## src/rtl/core/skc_pkg.sv

```systemverilog
// ----------------------------------------------------------------------------
// skc_pkg
// Shared widths, types and helpers for the quintic spline kernel pipeline.
// ----------------------------------------------------------------------------
package skc_pkg;

    localparam int QSQ_W   = 20;
    localparam int DIST_W  = 32;
    localparam int OUT_W   = 32;
    localparam int CFG_W   = 32;
    localparam int ROOT_W  = 18;
    localparam int RAD_W   = 2 * ROOT_W;
    localparam int REM_W   = ROOT_W + 3;
    localparam int MAG_W   = 57;
    localparam int G_W     = MAG_W + 1;
    localparam int SAT_W   = 66;
    localparam int LATENCY = 87;

    localparam int CFG_IDX_W = 1;
    localparam logic [CFG_IDX_W-1:0] REG_VALUE_SCALE    = 1'b0;
    localparam logic [CFG_IDX_W-1:0] REG_GRADIENT_SCALE = 1'b1;

    localparam logic [CFG_W-1:0] VALUE_SCALE_RST    = 32'h0100_0000;
    localparam logic [CFG_W-1:0] GRADIENT_SCALE_RST = 32'hFF00_0000;

    localparam logic [ROOT_W-1:0] ONE_Q16   = 18'd65536;
    localparam logic [ROOT_W-1:0] TWO_Q16   = 18'd131072;
    localparam logic [ROOT_W-1:0] THREE_Q16 = 18'd196608;

    typedef struct packed {
        logic signed [DIST_W-1:0] x;
        logic signed [DIST_W-1:0] y;
        logic signed [DIST_W-1:0] z;
    } t_vec;

    typedef struct packed {
        logic signed [OUT_W-1:0] weight;
        logic                    grad_zero;
        logic                    neg;
        t_vec                    vec;
    } t_div_tag;

    function automatic logic [OUT_W-1:0] sat32(input logic signed [SAT_W-1:0] v);
        logic signed [SAT_W-1:0] hi;
        logic signed [SAT_W-1:0] lo;
        hi = SAT_W'(64'sh0000_0000_7FFF_FFFF);
        lo = -SAT_W'(64'sh0000_0000_8000_0000);
        if (v > hi) begin
            return 32'h7FFF_FFFF;
        end else if (v < lo) begin
            return 32'h8000_0000;
        end else begin
            return v[OUT_W-1:0];
        end
    endfunction

endpackage

```

## src/rtl/core/skc_sqrt.sv

```systemverilog
// ----------------------------------------------------------------------------
// skc_sqrt
// Pipelined integer square root, one root bit per stage, tag carried along.
// ----------------------------------------------------------------------------
module skc_sqrt (
    input  logic                         i_clk,
    input  logic                         i_rst_n,
    input  logic                         i_valid,
    input  logic [skc_pkg::QSQ_W-1:0]    i_qsq,
    input  skc_pkg::t_vec                i_vec,
    output logic                         o_valid,
    output logic [skc_pkg::ROOT_W-1:0]   o_root,
    output skc_pkg::t_vec                o_vec
);
    import skc_pkg::*;

    logic              r_valid [ROOT_W];
    logic [RAD_W-1:0]  r_rad   [ROOT_W];
    logic [REM_W-1:0]  r_rem   [ROOT_W];
    logic [ROOT_W-1:0] r_root  [ROOT_W];
    t_vec              r_vec   [ROOT_W];

    for (genvar k = 0; k < ROOT_W; k++) begin : g_st
        logic              s_valid;
        logic [RAD_W-1:0]  s_rad;
        logic [REM_W-1:0]  s_rem;
        logic [ROOT_W-1:0] s_root;
        t_vec              s_vec;
        logic [REM_W-1:0]  cand;
        logic [REM_W-1:0]  sub;
        logic              ge;

        if (k == 0) begin : g_in
            assign s_valid = i_valid;
            assign s_rad   = {i_qsq, {(RAD_W-QSQ_W){1'b0}}};
            assign s_rem   = '0;
            assign s_root  = '0;
            assign s_vec   = i_vec;
        end else begin : g_mid
            assign s_valid = r_valid[k-1];
            assign s_rad   = r_rad[k-1];
            assign s_rem   = r_rem[k-1];
            assign s_root  = r_root[k-1];
            assign s_vec   = r_vec[k-1];
        end

        assign cand = {s_rem[REM_W-3:0], s_rad[RAD_W-1 -: 2]};
        assign sub  = {1'b0, s_root, 2'b01};
        assign ge   = (cand >= sub);

        always_ff @(posedge i_clk) begin
            if (!i_rst_n) begin
                r_valid[k] <= 1'b0;
            end else begin
                r_valid[k] <= s_valid;
            end
            r_rad[k]  <= {s_rad[RAD_W-3:0], 2'b00};
            r_rem[k]  <= ge ? (cand - sub) : cand;
            r_root[k] <= {s_root[ROOT_W-2:0], ge};
            r_vec[k]  <= s_vec;
        end
    end

    assign o_valid = r_valid[ROOT_W-1];
    assign o_root  = r_root[ROOT_W-1];
    assign o_vec   = r_vec[ROOT_W-1];

endmodule

```

## config.mk

```make
export PLATFORM = sky130hd
export DESIGN_NAME = skc_sqrt
export DESIGN_NICKNAME = d
export VERILOG_FILES = /design/src/rtl/core/skc_pkg.sv /design/src/rtl/core/skc_sqrt.sv
export SDC_FILE = /design/constraint.sdc
export NUM_CORES = 2
export LEC_CHECK = 0
export ABC_AREA = 1
export BUFFER_PORTS_ARGS = -buffer_cell sky130_fd_sc_hd__buf_2
export CORE_MARGIN = 2
export CORE_UTILIZATION = 55
export CTS_CLUSTER_SIZE = 25
export DETAILED_ROUTE_END_ITERATION = 10
export GPL_ROUTABILITY_DRIVEN = 1
export GPL_TIMING_DRIVEN = 0
export PLACE_DENSITY_LB_ADDON = 0.2
export REMOVE_ABC_BUFFERS = 1
export SETUP_SLACK_MARGIN = 0.2
export SYNTH_ARGS = -nofsm -noshare
export SYNTH_HDL_FRONTEND = slang
export SYNTH_SLANG_ARGS = --single-unit
```

## constraint.sdc

```tcl
create_clock -name i_clk -period 5.2 [get_ports i_clk]
set_input_delay 0.52 -clock i_clk [delete_from_list [all_inputs] [get_ports i_clk]]
set_output_delay 0.52 -clock i_clk [all_outputs]
set_load 0.005 [all_outputs]
```

# Word level (Yosys, flattened, before mapping)

Memory sizes are Yosys's and may differ from the RTL's.
Index checks and enable logic that the tools add are counted.

Memories kept: 5
Word-level logic and storage cells: 97
Bits in registers: 0
Bits in writable memories: 3060

Memory list:

| memory  | depth | width | read ports | clocked after memory_dff | wr ports | RTL line       | source |
|---|---|---|---|---|---|---|---|
| r_vec   | 18    | 96    | 18         | 0                        | 18       | skc_sqrt.sv:21 | `t_vec r_vec [ROOT_W];` |
| r_rad   | 18    | 34    | 17         | 0                        | 18       | skc_sqrt.sv:18 | `logic [RAD_W-1:0] r_rad [ROOT_W];` |
| r_rem   | 18    | 21    | 17         | 0                        | 18       | skc_sqrt.sv:19 | `logic [REM_W-1:0] r_rem [ROOT_W];` |
| r_root  | 18    | 18    | 18         | 0                        | 18       | skc_sqrt.sv:20 | `logic [ROOT_W-1:0] r_root [ROOT_W];` |
| r_valid | 18    | 1     | 18         | 0                        | 18       | skc_sqrt.sv:17 | `logic r_valid [ROOT_W];` |

$add $sub $neg: 18
Muxes and demuxes: 38
$lt $le $gt $ge: 18
Bitwise logic cells: 18

Operators with widths:

| kind                                                               | number |
|---|---|
| two-way mux 21 bit                                                 | 18 |
| greater-or-equal comparator 21 x 20 -> 1 bit                       | 17 |
| subtractor 21 x 20 -> 21 bit                                       | 17 |
| two-way mux 1 bit                                                  | 20 |
| OR 1 bit                                                           | 18 |
| subtractor 2 x 1 -> 3 bit (second input constant)                  | 1 |
| greater-or-equal comparator 2 x 1 -> 1 bit (second input constant) | 1 |

# Logic depth before layout (Yosys ltp)

An unclocked memory read counts as a cell.

Depth in word-level cells: 3
Gate-level depth with buffers: 14

# Least setup slack after synthesis

OpenSTA, ideal clock, no wires.

Path kind: reg2reg
Start point: memory r_root[0][0]
End point: memory r_rem[1][17] in the netlist's numbering
Arrival: 1611 ps
Slack: 3459 ps
Path buffers: 1
Cell stages (with the launch flop): 10
Cell sequence: dfxtp_1 -> inv_1 -> ha_1 -> a21oi_1 -> nand2_1 -> inv_1 -> ha_1 -> and2_1 -> clkbuf_1 -> o21ai_0

RTL lines:

| item            | RTL line |
|---|---|
| start, declared | skc_sqrt.sv:20 |
| end, declared   | skc_sqrt.sv:19 |

==> impl_metrics.yaml <==
run_status:
  status: "finished, final reports clean"
final_layout:
  nFillCells: 8536
  drive_gt1_share_pct: 11.4
  seqCellArea_um2: 46100
  final_common_cell: "dfxtp_1"
  diodes: 0
  area_growth_pct: 18.0
  nets: 6245
  final_cell_mix: "dfxtp_1 (2301), nand2_1 (1064), inv_1 (590)"
  multi_input_area_um2: 13300
clock_network:
  post_cts_buffers: 0
  clockBufferDepth: 3
  clkLatencyLatePin_ns: 0.79
  cts_tree: "done"
  clk_pin_slew_ns: 0.06
  cts_sinks: 2301
  cts_htree_levels: 4
  root_buffer: "clkbuf_16"
  cts-buffers-inserted: 202
logic_synthesis:
  synthFlopType: "dfxtp_1"
  netlist_area_um2: 61900
  synthCells: 5424
  synthXorXnorAreaFrac_pct: 1.74
  synth_seq_area_share_pct: 74.5
  synthSimpleGateAreaFrac_pct: 13.0
  synth-edff-count: 0
  muxShareOfSynthArea_pct: 0
  synth-compound-area-share_pct: 2.92
  async_flop_share_pct: 0
  avgSynthCellArea_um2: 11.4
  synth_top_family_by_area: "simple AND/OR/NAND/NOR gates"
  synthAdderAreaFrac_pct: 3.77
  yosysUniqueCellTypes: 52
  synth-seq-cells: 2301
  yosysWarningCount: 0
floorplan:
  fp.dieW_um: 339
  die_y_um: 339
  dieArea_um2: 115000
  coreArea_um2: 112000
  pin_count: 234
  start_util_pct: 55.2
  rows: 123
power:
  p_sw_share_pct: 25.2
  power_frac_clock_pct: 38.5
  p_int_mw: 29.8
  power.switching_mw: 10.1
  leakagePower_nw: 34.7
  seq_power_share_pct: 50.3
  power.density_nw_per_um2: 547
  ir_worst_vdd_mv: 0.449
  pwr-share-comb_pct: 11.1
  total_power_mw: 39.9
timing:
  finalCritPeriodShare_pct: 52.2
  worstMarginPinSlew_ns: 1.15
  fin_tns_setup_ns: 0
  final-hold-violation-count: 0
  relSlewSlack_pct: 23.4
  setup_viol: 0
  maxClockFrequency_mhz: 368
  grt_setup_unrepaired: "false"
  drv_slew: 0
  fin_crit_ns: 2.72
  fin_worst_skew_ns: 0.0567
worst_hold_path:
  hold_class: "in2reg"
  hold_depth: 3
global_routing:
  grt_pass1_wl_mm: 166
  grt_usage_pct: 17.7
  first_global_vias: 34074
  overflow: 0
  grt_max_degree: 30
  grt_antenna_before_repair: 1
detailed_routing:
  drt_pre_antenna_iters: 6
  drt_iter0_markers: 1503
  ant_nets: 0
  vias: 34249
  via_per_inst: 4.50
  wirelength_mm: 102
  drc_errors: 0
  wl_per_cell_um: 13.4
setup_path:
  cp_max_fo: 20
  crit_top_cell: "nand2_1"
  cp_slowest_cell: "nor2_1"
  crit_path_cell_trace: "inv_1 > ha_1 > a21oi_1 > o21ai_0 > nor2_1 > nand2_4 > nand2_1 > nand2_1"
  reg2regPathDepth: 8
  endpoint_kind: "flop"
  worstPathRequired_ns: 5.83
  crit_type: "reg2reg"
  critPathArrivalTime_ns: 3.35
  startpoint_type: "flop"
  cpPeakStageDelay_ns: 0.88
run:
  max_cap_violations: 0
placement:
  io_buffers: 233
  dp_hpwl_mm: 67.2
  place_congestion: 0.867
==> layer usage <==
metal / routed length (µm) / vias up / GRT usage (%)
met2: 50000 / 579 / 31.3
met3: 3910 / 221 / 3.19
met4: 2810 / 0 / 6.42
met5: 0 / - / 0
met1: 45000 / 15483 / 21.5
li1: - / 17966 / -
==> final timing paths <==
check            startpoint            end  slack (ns)
max          r_root[13][12]   r_rem[14][9]        2.48
min                 i_rst_n  r_valid[4][1]        0.09
max reg2reg  r_root[13][12]   r_rem[14][9]        2.48
min reg2reg    r_vec[7][69]   r_vec[8][69]        0.29
==> through the flow <==
step	instance area, µm²	utilization, %	setup slack (ns)	hold slack (ns)	instances
floorplan	61600	-	3.19	0.310	5389
global placement	64600	57.7	2.46	0.309	7122
global route	73000	65.1	2.31	0.0683	7619
finish	73000	65.1	2.48	0.0856	7619
detailed placement	64600	57.7	2.48	0.312	7122
CTS	73000	65.1	2.48	0.0257	7619
==> power groups by stage <==
stage / Clock (mW) / Combinational [mW] / Sequential [mW]
global placement: 0 / 4.32 / 20.4
global route: 16.5 / 5.12 / 20.3
detailed placement: 0 / 4.36 / 20.5
finish: 15.4 / 4.44 / 20.1
floorplan: 0 / 3.33 / 20.2
CTS: 15.8 / 4.46 / 20.1
==> synth_stat cells (all sizes together) (2+ instances only) <==
library cell	count	area share, %
xor2	77	1.1
nand2	1086	6.7
a21boi	3	0.036
o2111ai	2	0.028
nor3	41	0.38
ha	175	3.5
nand4	55	0.57
o21bai	6	0.073
inv	602	3.7
buf	32	0.44
o21a	2	0.024
and2	11	0.11
fa	7	0.23
nand3b	39	0.51
nor4	3	0.040
o21ai	145	1.3
o211ai	3	0.036
xnor2	46	0.65
dfxtp	2301	74
clkbuf	3	0.018
nor2	316	2.0
nand3	287	2.5
or2	14	0.14
a21oi	163	1.4
==> cell type report <==
class | count | area share [%]
flip-flops and latches | 2301 | 63.1
repair buffers | 351 | 3.22
inverters | 602 | 3.10
well taps | 1500 | 2.57
multi-input cells | 2486 | 18.2
clock buffers | 275 | 7.90
clock inverters | 104 | 1.92
==> critical path: cells and delay by family, from the launching register on <==
family / cells / cell delay, ns
compound gates: 2 / 0.38
fa+ha+maj: 1 / 0.34
buf+inv: 1 / 0.06
flops: 1 / 0.36
simple gates: 4 / 1.42
==> flip-flops by register name, summed over array words and instances, names as in the netlist <==
name,flops
r_valid,18
r_rem,294
r_root,171
r_rad,90
r_vec,1728
==> kinds of logic after synthesis <==
group,Yosys count
compound gates,326
xor+xnor,123
fa+ha+maj,182
buf+inv,637
flops,2301
other cells,1
simple gates,1854
==> repair_timing <==
action / in CTS / in global routing
hold buffers: 118 / 0
hold endpoints to repair: 118 / 0
resized for setup: 0 / 0
endpoints found under the setup margin: 0 / 0
Power figures use the tool's default switching activity.
